$ cat config.mk
export PLATFORM = sky130hd
export DESIGN_NAME = tcw_cursor
export DESIGN_NICKNAME = d
export VERILOG_FILES = /design/src/rtl/tcw_pkg.sv /design/src/rtl/tcw_cursor.sv
export SDC_FILE = /design/constraint.sdc
export NUM_CORES = 1
export LEC_CHECK = 0
export BUFFER_PORTS_ARGS = -buffer_cell sky130_fd_sc_hd__buf_2
export CAP_MARGIN = 20
export CORE_UTILIZATION = 25
export DETAILED_ROUTE_END_ITERATION = 16
export PLACE_DENSITY = 0.39
export SYNTH_ARGS = -nofsm -noshare
export SYNTH_HDL_FRONTEND = slang
export SYNTH_SLANG_ARGS = --single-unit
$ cat constraint.sdc
create_clock -name clk -period 3.9 [get_ports clk]
set_clock_uncertainty 0.1 [all_clocks]
set_input_delay 0.78 -clock clk [delete_from_list [all_inputs] [get_ports clk]]
set_output_delay 0.78 -clock clk [all_outputs]
set_load 0.01 [all_outputs]
$ cat src/rtl/tcw_pkg.sv
`timescale 1ns / 1ps
// ----------------------------------------------------------------------------
// tcw_pkg
// Shared constants, codes and types of the text console writer.
// ----------------------------------------------------------------------------
package tcw_pkg;

  localparam int COLUMNS    = 80;
  localparam int ROWS       = 25;
  localparam int CELL_TOTAL = COLUMNS * ROWS;
  localparam int CELL_W     = $clog2(CELL_TOTAL);
  localparam int COL_W      = $clog2(COLUMNS);

  typedef logic [CELL_W-1:0] cell_t;
  typedef logic [COL_W-1:0]  col_t;

  localparam cell_t CELL_COLS   = cell_t'(COLUMNS);
  localparam cell_t CELL_ROW2   = cell_t'(2 * COLUMNS);
  localparam cell_t CELL_BOTTOM = cell_t'(CELL_TOTAL - COLUMNS);
  localparam cell_t CELL_LAST   = cell_t'(CELL_TOTAL - 1);
  localparam col_t  COL_LAST    = col_t'(COLUMNS - 1);

  // operations
  localparam logic [1:0] OP_PUT   = 2'd0;
  localparam logic [1:0] OP_CLEAR = 2'd1;
  localparam logic [1:0] OP_READ  = 2'd2;

  localparam logic [7:0]  CH_BS      = 8'h08;
  localparam logic [7:0]  CH_NL      = 8'h0A;
  localparam logic [7:0]  CH_SPACE   = 8'h20;
  localparam logic [7:0]  ATTR_BLANK = 8'h0F;
  localparam logic [15:0] BLANK_CELL = {ATTR_BLANK, CH_SPACE};

  // cursor commands
  typedef logic [2:0] cur_cmd_t;
  localparam cur_cmd_t CUR_HOLD = 3'd0;
  localparam cur_cmd_t CUR_BACK = 3'd1;
  localparam cur_cmd_t CUR_NEXT = 3'd2;
  localparam cur_cmd_t CUR_LINE = 3'd3;
  localparam cur_cmd_t CUR_HOME = 3'd4;

  typedef struct packed {
    cell_t pos;
    logic  at_home;
    logic  last_cell;
    logic  last_row;
  } cur_stat_t;

endpackage

$ cat src/rtl/tcw_cursor.sv
`timescale 1ns / 1ps
// ----------------------------------------------------------------------------
// tcw_cursor
// Cursor register kept as cell index plus column, so no division is needed.
// ----------------------------------------------------------------------------
module tcw_cursor
  import tcw_pkg::*;
(
  input  logic      clk,
  input  logic      rst_n,
  input  cur_cmd_t  cmd,
  output cur_stat_t stat
);

  cell_t cell_r, cell_nxt;
  col_t  col_r, col_nxt;

  assign stat.pos       = cell_r;
  assign stat.at_home   = (cell_r <= CELL_COLS);
  assign stat.last_cell = (cell_r == CELL_LAST);
  assign stat.last_row  = (cell_r >= CELL_BOTTOM);

  always_comb begin
    cell_nxt = cell_r;
    col_nxt  = col_r;
    unique case (cmd)
      CUR_HOLD: begin
      end
      CUR_BACK: begin
        cell_nxt = cell_r - cell_t'(1);
        col_nxt  = (col_r == '0) ? COL_LAST : col_r - col_t'(1);
      end
      CUR_NEXT: begin
        // running off the last cell lands on the start of the bottom row
        if (stat.last_cell) begin
          cell_nxt = CELL_BOTTOM;
          col_nxt  = '0;
        end else begin
          cell_nxt = cell_r + cell_t'(1);
          col_nxt  = (col_r == COL_LAST) ? '0 : col_r + col_t'(1);
        end
      end
      CUR_LINE: begin
        cell_nxt = stat.last_row ? CELL_BOTTOM : cell_r - cell_t'(col_r) + CELL_COLS;
        col_nxt  = '0;
      end
      CUR_HOME: begin
        cell_nxt = CELL_COLS;
        col_nxt  = '0;
      end
      default: begin
      end
    endcase
  end

  always_ff @(posedge clk) begin
    if (!rst_n) begin
      cell_r <= CELL_COLS;
      col_r  <= '0;
    end else begin
      cell_r <= cell_nxt;
      col_r  <= col_nxt;
    end
  end

  a_cursor_range: assert property (@(posedge clk) disable iff (!rst_n)
    (cell_r >= CELL_COLS) && (cell_r <= CELL_LAST))
    else $error("cursor left the text area");

  a_cursor_home: assert property (@(posedge clk) disable iff (!rst_n)
    (cmd == CUR_HOME) |=> (cell_r == CELL_COLS) && (col_r == '0))
    else $error("cursor not homed");

endmodule

# After elaboration in Yosys (flattened, before gate mapping)
# Cells that the tools add are included.
totals:
  ff_bits: 18
  inputBits: 5
  output_inout_bits: 14
  wordCells: 27
op_classes:
  n_addsub: 6
  order_cmp: 2
  n_eq_ne: 6
  muxes: 7
  reduce_logical: 4
ops:
  columns: ["operator", "n"]
  rows:
  - ["11-bit case mux with 4 select lines", 1]
  - ["11-bit 2-to-1 mux", 2]
  - ["7-bit 2-to-1 mux", 3]
  - ["7-bit case mux with 3 select lines", 1]
  - ["11-bit by 1-bit adder with 11-bit output, second input constant", 1]
  - ["11-bit by 7-bit adder with 11-bit output, second input constant", 1]
  - ["11-bit == test, second input constant", 1]
  - ["11-bit >= comparator, second input constant", 1]
  - ["11-bit by 7-bit less-or-equal comparator with 1-bit output, second input constant", 1]
  - ["11-bit by 1-bit subtractor with 11-bit output, second input constant", 1]
  - ["11-bit by 7-bit subtractor with 11-bit output", 1]
  - ["7-bit by 1-bit adder with 7-bit output, second input constant", 1]
  - ["7-bit == test, second input constant", 1]
  - ["7-bit zero test", 1]
  - ["7-bit by 1-bit subtractor with 7-bit output, second input constant", 1]
  - ["3-bit by 2-bit == test with 1-bit output, second input constant", 2]
  - ["4-bit nonzero test", 1]
  - ["3-bit by 1-bit == test with 1-bit output, second input constant", 1]
  - ["3-bit == test, second input constant", 1]
  - ["3-bit nonzero test", 1]
  - ["2-bit OR reduction", 1]

# Logic depth before layout (Yosys ltp)
# Gate-level depths: netlist (run 1).
logic_depth:
  word_depth: 4
  ltp_mapped: 12
  depth_no_buf: 12

# Worst setup path after synthesis (run 1)
# No wires, ideal clock.
synth_timing:
  path_kind: "register to register"
  from: "register col_r[2]"
  to: "register cell_r[8]"
  arrival_time_ns: 2.184
  required_time_ns: 3.668
  slack_ns: 1.484
  path_stages_with_launch: 11
  path_buffers: 1
  path_cell_list: "dfxtp_1 clkbuf_1 inv_1 ha_1 ha_1 a211oi_1 o211ai_1 nand2_1 xor2_1 a2111oi_0 nor4_1"
synth_between:
  elab_chain_cells: 4
synth_lines:
  columns: ["element", "line", "text"]
  rows:
  - ["start: declaration", "tcw_cursor.sv:16", "col_t col_r, col_nxt;"]
  - ["start signal: assignment", "tcw_cursor.sv:62", "col_r <= col_nxt;"]
  - ["11-bit by 7-bit subtractor with 11-bit output", "tcw_cursor.sv:44", "cell_nxt = stat.last_row ? CELL_BOTTOM : cell_r - cell_t'(col_r) + CELL_COLS;"]
  - ["11-bit by 7-bit adder with 11-bit output", "tcw_cursor.sv:44", null]
  - ["11-bit 2-to-1 mux", "tcw_cursor.sv:44", null]
  - ["11-bit case mux with 4 select lines", "tcw_cursor.sv:26", "unique case (cmd)"]
  - ["end signal: assignment", "tcw_cursor.sv:61", "cell_r <= cell_nxt;"]
  - ["end: declaration", "tcw_cursor.sv:15", "cell_t cell_r, cell_nxt;"]
# Every way passes these cells.
# A chain may end at the register's enable or synchronous reset.

==> out/qor.txt, run 1 <==
Status: completed
Vias per cell: 5.403
Hold Path Class: flop to flop
Top FF cell, synth: dfxtp_1
GPL Wtd Cong: 0.7966
Die Width: 97.47 um
Worst setup slack after layout: 927.7 ps
Row count: 34
Initial Utilization: 26.00%
CTS Buffer Depth: 2
Peak per-stage delay on the critical path: 530 ps
Cell taking the most area after synthesis: dfxtp_1
Post-CTS setup buffer count: 0
WL final: 7520 um
Hpwl dp: 5804 um
Tmin final: 2972 ps
Most common cell in the netlist: ha_1
Number of global-route vias before repair: 2,268
Share of cells above drive strength 1: 12.23%
Clock root cell: clkbuf_8
FILL cells: 993
CP endpoint kind: output pin
Clk sinks: 18
Busiest grt layer: met2
WS Path Type: flop to output pin
Initial antenna violation count: 0
Async SR Flop Fraction: 0%
CP Max Fanout: 8
Maxcap violations: 0
VDD IR max: 0.08296 mV
Via count: 2,307
TritonCTS clock tree: done
Post-synth top cells: ha_1 (28), inv_1 (27), nor2_1 (24)
Post-synth EDFFs: 0
Final setup violation count: 0
Critical path data arrival time: 2090 ps
Leakage: 1.018 nW
Sequential fraction of the synthesis area: 15.82%
DRT Pass-1 Iters: 4
Aggregate global routing overflow: 0
Required @ worst endpoint: 3020 ps
Highest clock rate: 336.4 MHz
First DRT Iteration DRCs: 146
Pre-CTS setup slack: 1084 ps
Worst-path clk slew: 80 ps
Area contributors post-synth: dfxtp_1 (16%), ha_1 (15%), a21oi_1 (4.8%)
Delay-heaviest family, CP: simple AND/OR/NAND/NOR gates
Fin crit share: 76.21%
Antenna Nets Post-Route: 0
Largest net degree at the start of global routing: 13
Core Region: 0.008763 sq mm
Grt met3 use: 1.583%
Slew Viols, Final: 0
Ports: 19
Die Y: 97.47 um
Hold buffers post-CTS: 0
CP max stage cell: dfxtp_1
DRC errors left: 0
CTS H-Tree Depth: 1
Setup TNS: 0 ps
Die ar.: 0.009499 sq mm
Avg Cell Area, Syn: 7.422 sq um
Clk Latency, worst-skew pair: 260 ps
Hold depth: 2
Area growth, synth to finish: 9.994%
# diodes: 0
PortBufs: 18
Crit-path cells: ha_1, nand4bb_1, nor2_1, nand3_1, inv_1, buf_2
Worst Tran Pin Value: 893.5 ps
Synth unique cells: 61
Final Hold Vio Count: 0
Rel. slew slack: 40.08%
Final Net Count: 355
Syn Inst Count: 307
Post-cts resize count: 0
Yosys warns: 0
Syn Nets: 341
GRT Resource Usage Total: 16.28%
Reg2Reg Depth: 9
Crit path buffers/inverters: 2
Share of the synthesized area in the top cell type: 15.82%
Global-route met2 utilization: 25.55%
P per Cell Area: 306.0 mW/mm^2
RSZ-0062 raised after global routing: false
Wire length per cell: 17.61 um
CTS buffer count: 3
Startpoint Class: flop
Met1 usage: 23.72%
First-pass GRT wire length: 12,360 um
Number of cells on the critical path: 6
Post-Syn Area: 0.002278 sq mm
Seq cells post-synth: 18
==> routing by layer <==
layer / vias to the layer above / routed length [um]
met1: 1091 / 3845
met2: 50 / 3341
met4: 0 / 77
met5: - / 0
met3: 4 / 255
li1: 1162 / -
==> power breakdown <==
group	internal, mW	switching [mW]
sequential	0.200	0.0382
combinational	0.155	0.231
clock	0.0690	0.0731
==> final cells by class <==
class | instances | area [sq um] | area share [%]
Inverter | 28 | 105.1 | 4.194
Tap cell | 108 | 135.1 | 5.392
Multi-Input combinational cell | 248 | 1744 | 69.60
Timing Repair Buffer | 22 | 120.1 | 4.793
Clock buffer | 3 | 41.29 | 1.648
Sequential cell | 18 | 360.3 | 14.38
==> cells by family after synthesis <==
family	Yosys count	synth area share (%)
buffers and inverters	41	7.633
AND/OR/NAND/NOR	112	26.25
flip-flops	18	15.82
XOR/XNOR	14	5.382
AO/OA/AOI/OAI	92	28.23
adder cells (fa/ha/maj)	29	16.26
multiplexers	1	0.4393
==> per-stage QoR <==
stage | total power, mW | std cells | cell area [sq um] | hold WS [ps] | util [%]
2_1_floorplan | 0.5152 | 307 | 2278 | 427.5 | -
3_3_place_gp | 0.6334 | 424 | 2465 | 518.3 | 28.13
3_5_place_dp | 0.6273 | 424 | 2465 | 505.4 | 28.13
4_1_cts | 0.7696 | 427 | 2506 | 523.6 | 28.60
5_1_grt | 0.8323 | 427 | 2506 | 572.5 | 28.60
6_report | 0.7670 | 427 | 2506 | 525.4 | 28.60
==> sequential cells by signal (all words and copies together), names as in the netlist <==
name	cells
cell_r	11
col_r	7
==> worst reg2reg max path, cell delays in order, from the launching register on <==
cell,delay (ps)
dfxtp_1,480
inv_1,160
ha_1,320
ha_1,310
a211oi_1,420
o211ai_1,160
nand2_1,130
xor2_1,90
a2111oi_0,410
nor4_1,90
==> path summary, 6_finish.rpt <==
path | from | endpoint | slack, ps
hold reg to reg | col_r[6] | col_r[6] | 530
hold / removal | col_r[6] | col_r[6] | 530
setup reg to reg | col_r[2] | cell_r[8] | 1100
setup / recovery | cell_r[8] | stat[1] | 930
==> cells in the final DEF, fill, tap and decap left out, types with 4 or more instances in the layout <==
| master | n |
|---|---|
| buf_2 | 18 |
| nor2_1 | 24 |
| nand3_1 | 12 |
| and3_1 | 4 |
| xnor2_1 | 9 |
| buf_4 | 4 |
| nor3_1 | 16 |
| a21oi_1 | 22 |
| nand4_1 | 5 |
| o211ai_1 | 5 |
| xor2_1 | 5 |
| a211oi_1 | 8 |
| dfxtp_1 | 18 |
| nor4_1 | 5 |
| o22ai_1 | 6 |
| o21ai_0 | 18 |
| ha_1 | 28 |
| inv_1 | 27 |
| nand2_1 | 23 |
Note: power is estimated with default switching activity, not from simulation.
==> run 2: changes to the inputs <==
PLACE_DENSITY = 0.4   (was 0.39)
clock period = 2.4 ns   (was 3.9 ns; I/O delays follow)
==> out/qor.txt, run 2 (synthesis results as in run 1) <==
Status: completed
Clk Latency, worst-skew pair: 260 ps
Worst-path clk slew: 80 ps
P per Cell Area: 484.7 mW/mm^2
# diodes: 0
WS Path Type: flop to output pin
Tmin final: 2307 ps
CTS Buffer Depth: 2
WL final: 7933 um
Wire length per cell: 16.91 um
VDD IR max: 0.2153 mV
Placed Area: 0.002770 sq mm
Fin area: 0.002890 sq mm
Ports: 19
CP Max Fanout: 13
Final Hold Vio Count: 0
Via count: 2,496
Antenna Nets Post-Route: 0
Final setup violation count: 0
Vias per cell: 5.322
Setup TNS: 0 ps
CP max stage cell: or4_4
Most common cell after layout, fill and taps aside: buf_4
Number of flip-flops in the largest register: 11
First DRT Iteration DRCs: 226
Reg power frac: 24.8%
First-pass GRT wire length: 13,010 um
Slew Viols, Final: 0
Core Region: 0.008763 sq mm
PortBufs: 18
Clk sinks: 18
TritonCTS clock tree: done
Hold buffers post-CTS: 0
Final Net Count: 396
Sw power: 588.7 uW
Sw Share: 42.02%
Hold WS: 494.5 ps
Number of global-route vias before repair: 2,424
Regs by FF count: cell_r: 11 flops, col_r: 7 flops
Maxcap violations: 0
Die ar.: 0.009499 sq mm
Required @ worst endpoint: 1820 ps
Leakage: 1.243 nW
DRT Pass-1 Iters: 5
CP endpoint kind: output pin
Area growth, synth to finish: 26.85%
Startpoint Class: flop
Clock root cell: clkbuf_8
Commonest non-fill, non-tap cells in the layout: buf_4 (44), ha_1 (28), inv_1 (27), nor2_1 (23), nand2_1 (23)
Worst Tran Pin Value: 484.1 ps
GPL Wtd Cong: 0.8824
Highest clock rate: 433.4 MHz
Biggest register: cell_r
Die Width: 97.47 um
Hold depth: 2
Die Y: 97.47 um
Delay-heaviest family, CP: simple AND/OR/NAND/NOR gates
Crit path buffers/inverters: 3
Initial Utilization: 26.00%
Final std cells w/o fill: 469
Power share of the clock group: 19.2%
Rel. slew slack: 67.53%
Initial antenna violation count: 0
Row count: 34
GRT Resource Usage Total: 17.31%
Number of cells on the critical path: 6
Aggregate global routing overflow: 0
Comb power frac: 55.9%
Hold Path Class: input pin to flop
Core Util, Final: 32.98%
Crit-path cells: buf_4, or4_4, nor2_2, a22oi_2, inv_2, buf_2
DRC errors left: 0
CTS H-Tree Depth: 1
Largest net degree at the start of global routing: 14
Critical path data arrival time: 1730 ps
Peak per-stage delay on the critical path: 530 ps
Reg2Reg Depth: 11
Internal power: 812.4 uW
CTS buffer count: 3
Hpwl dp: 6349 um
DP Cell Count: 463
Share of cells above drive strength 1: 24.93%
Fin crit share: 96.13%
run 2: cell count changes in the layout (fill, tap and decap cells not counted), sizes merged:
cell    change
clkbuf      +1
buf        +41
run 2: path summary, 6_finish.rpt:
kind                     to  startpoint  slack, ps
setup / recovery    stat[0]   cell_r[2]         90
hold / removal    cell_r[3]       rst_n        490
setup reg to reg  cell_r[9]    col_r[1]        120
hold reg to reg    col_r[6]    col_r[6]        510
run 2: area by class of cell:
| type | instances | area (sq um) |
|---|---|---|
| clock buffers | 4 | 55.05 |
| flip-flops and latches | 18 | 360.3 |
| inverters | 28 | 105.1 |
| repair buffers | 63 | 440.4 |
| fillers | 923 | 5873 |
| well taps | 108 | 135.1 |
| multi-input cells | 248 | 1794 |
run 2: what timing repair did:
item                       CTS  global route
gates resized for setup      2            11
gates cloned                 0             0
setup endpoints to repair    3             8
pin swaps                    0             4
buffers inserted             1             1
run 2: power by group through the flow:
| stage | clock network (mW) | registers [mW] | logic, mW |
|---|---|---|---|
| 6_report | 0.269 | 0.348 | 0.784 |
| 2_1_floorplan | 0 | 0.369 | 0.468 |
| 3_5_place_dp | 0 | 0.356 | 0.740 |
| 4_1_cts | 0.277 | 0.349 | 0.746 |
| 3_3_place_gp | 0 | 0.356 | 0.751 |
| 5_1_grt | 0.286 | 0.352 | 0.875 |
run 2: per-layer routing:
metal / global-route usage (%) / routed length [um] / vias up / part of all wire, %
met3: 2.878 / 378 / 10 / 4.8
met4: 4.751 / 149 / 0 / 1.9
met5: 0 / 0 / - / 0
met2: 27.81 / 3601 / 80 / 45
met1: 23.81 / 3803 / 1160 / 48
li1: - / - / 1246 / -
run 2: metrics by stage:
stage                     setup slack (ps)  power, mW
after floorplan                      7.521     0.8377
after global placement               106.8      1.106
after detailed placement             20.61      1.095
after CTS                            3.580      1.372
after global routing                -42.43      1.514
final                                92.92      1.401
==> run 3: changes to the inputs <==
==> constraint.sdc (replaced) <==
create_clock -name clk -period 2.4 [get_ports clk]
set_clock_uncertainty 0.1 [all_clocks]
set_input_delay 0.24 -clock clk [delete_from_list [all_inputs] [get_ports clk]]
set_output_delay 0.24 -clock clk [all_outputs]
set_load 0.01 [all_outputs]
==> out/qor.txt, run 3 (synthesis results as in run 1) <==
FILL cells: 956
Final Hold Vio Count: 0
Initial antenna violation count: 0
Worst-path clk slew: 90 ps
GPL Wtd Cong: 0.7894
Biggest register: cell_r
CTS buffer count: 3
P per Cell Area: 488.5 mW/mm^2
Hold depth: 2
WL final: 7982 um
Required @ worst endpoint: 2510 ps
Hold buffers post-CTS: 0
Hpwl dp: 6335 um
Clk Latency, worst-skew pair: 270 ps
Min-delay src: rst_n
Number of global-route vias before repair: 2,418
Highest clock rate: 452.5 MHz
Regs by FF count: cell_r: 11 flops, col_r: 7 flops
Die Width: 97.47 um
Crit path buffers/inverters: 2
Rel. slew slack: 66.44%
Post-layout power: 1.405 mW
Vias per cell: 5.310
Setup slack, reg-to-reg: 190 ps
Fin area: 0.002877 sq mm
RSZ-0062 raised after global routing: false
Final Net Count: 391
Hold Path Class: input pin to flop
VDD IR max: 0.2034 mV
Clock root cell: clkbuf_8
Row count: 34
Initial Utilization: 26.00%
Largest net degree at the start of global routing: 14
Fin crit share: 92.09%
CP Max Fanout: 3
Area growth, synth to finish: 26.25%
Peak per-stage delay on the critical path: 360 ps
Share of cells above drive strength 1: 24.16%
Die ar.: 0.009499 sq mm
Crit-path cells: inv_1, ha_1, ha_1, inv_1, fa_2, nor2b_4, o2111ai_2, nand3b_1, xor2_1, o21ai_0, a21oi_1
GRT Resource Usage Total: 17.17%
Leakage: 1.223 nW
DRC errors left: 0
DRT Pass-1 Iters: 4
Delay-heaviest family, CP: adder cells
CTS H-Tree Depth: 1
PortBufs: 18
Hold EP: cell_r[3]
Critical path data arrival time: 2320 ps
Die Y: 97.47 um
Commonest non-fill, non-tap cells in the layout: buf_4 (38), ha_1 (28), inv_1 (27), nand2_1 (23)
Ports: 19
CTS Buffer Depth: 2
Final setup violation count: 0
CP max stage cell: fa_2
WS Path Type: flop to flop
Setup TNS: 0 ps
First-pass GRT wire length: 12,940 um
Core Region: 0.008763 sq mm
Placed Area: 0.002745 sq mm
Clk sinks: 18
Aggregate global routing overflow: 0
Wire length per cell: 17.20 um
# diodes: 0
Worst Tran Pin Value: 503.5 ps
R2r endpoint: cell_r[7]
Slew Viols, Final: 0
Antenna Nets Post-Route: 0
Tmin final: 2210 ps
Startpoint Class: flop
CP endpoint kind: flop
Maxcap violations: 0
Crit Reg-Reg Startpoint: col_r[1]
Reg2Reg Depth: 11
Via count: 2,464
First DRT Iteration DRCs: 183
Most common cell after layout, fill and taps aside: buf_4
TritonCTS clock tree: done
Status: completed
Number of flip-flops in the largest register: 11
==> run 3: how the worst max path moves through the flow <==
stage | cells after the start | slack (ps) | start | to
3_3_place_gp | 9 | 130 | col_r[2] | cell_r[8]
6_report | 11 | 190 | col_r[1] | cell_r[7]
4_1_cts | 7 | 10 | cell_r[9] | stat[1]
2_1_floorplan | 11 | 8 | cell_r[4] | cell_r[8]
3_5_place_dp | 9 | 60 | col_r[2] | cell_r[8]
5_1_grt | 11 | 10 | col_r[1] | cell_r[7]
==> run 3: where the power goes <==
group / leakage, nW / switching [mW] / internal, mW
combinational: 1.05 / 0.440 / 0.339
sequential: 0.148 / 0.0252 / 0.326
clock: 0.0288 / 0.129 / 0.146
==> run 3: repair_timing <==
| action | in CTS | in global routing |
|---|---|---|
| buffers inserted | 0 | 2 |
| resized for setup | 0 | 14 |
| setup endpoints to repair | 0 | 8 |
==> run 3: through the flow <==
stage | hold WS [ps] | cells | setup slack [ps] | utilization (%)
global placement | 494.3 | 458 | 125.3 | 31.32
detailed placement | 492.5 | 458 | 59.87 | 31.32
finish | 244.5 | 464 | 189.9 | 32.82
floorplan | 407.6 | 307 | 7.521 | -
CTS | 244.3 | 462 | 12.85 | 31.95
global route | 251.9 | 464 | 11.04 | 32.82
==> run 3: final cells by class <==
type                            count  area [sq um]  area share (%)
Timing Repair Buffer               58         415.4           14.44
Tap cell                          108         135.1           4.698
Clock buffer                        4         55.05           1.914
Multi-Input combinational cell    248          1805           62.77
Sequential cell                    18         360.3           12.53
Inverter                           28         105.1           3.654
==> run 3: worst reg2reg max path, delay by kind of cell (launching register included) <==
kind	cells	cell delay [ps]
AO/OA/AOI/OAI	3	360
XOR/XNOR	1	150
adder cells (fa/ha/maj)	3	800
buffers and inverters	2	120
flip-flops	1	350
AND/OR/NAND/NOR	2	280
==> run 3: routing by layer <==
metal  routed length (um)  vias to the layer above  GRT usage, %
met5                    0                        -             0
met4                  136                        0         4.977
met3                  320                        9         1.942
met2                 3593                       60         27.33
met1                 3932                     1161         24.27
li1                     -                     1234             -
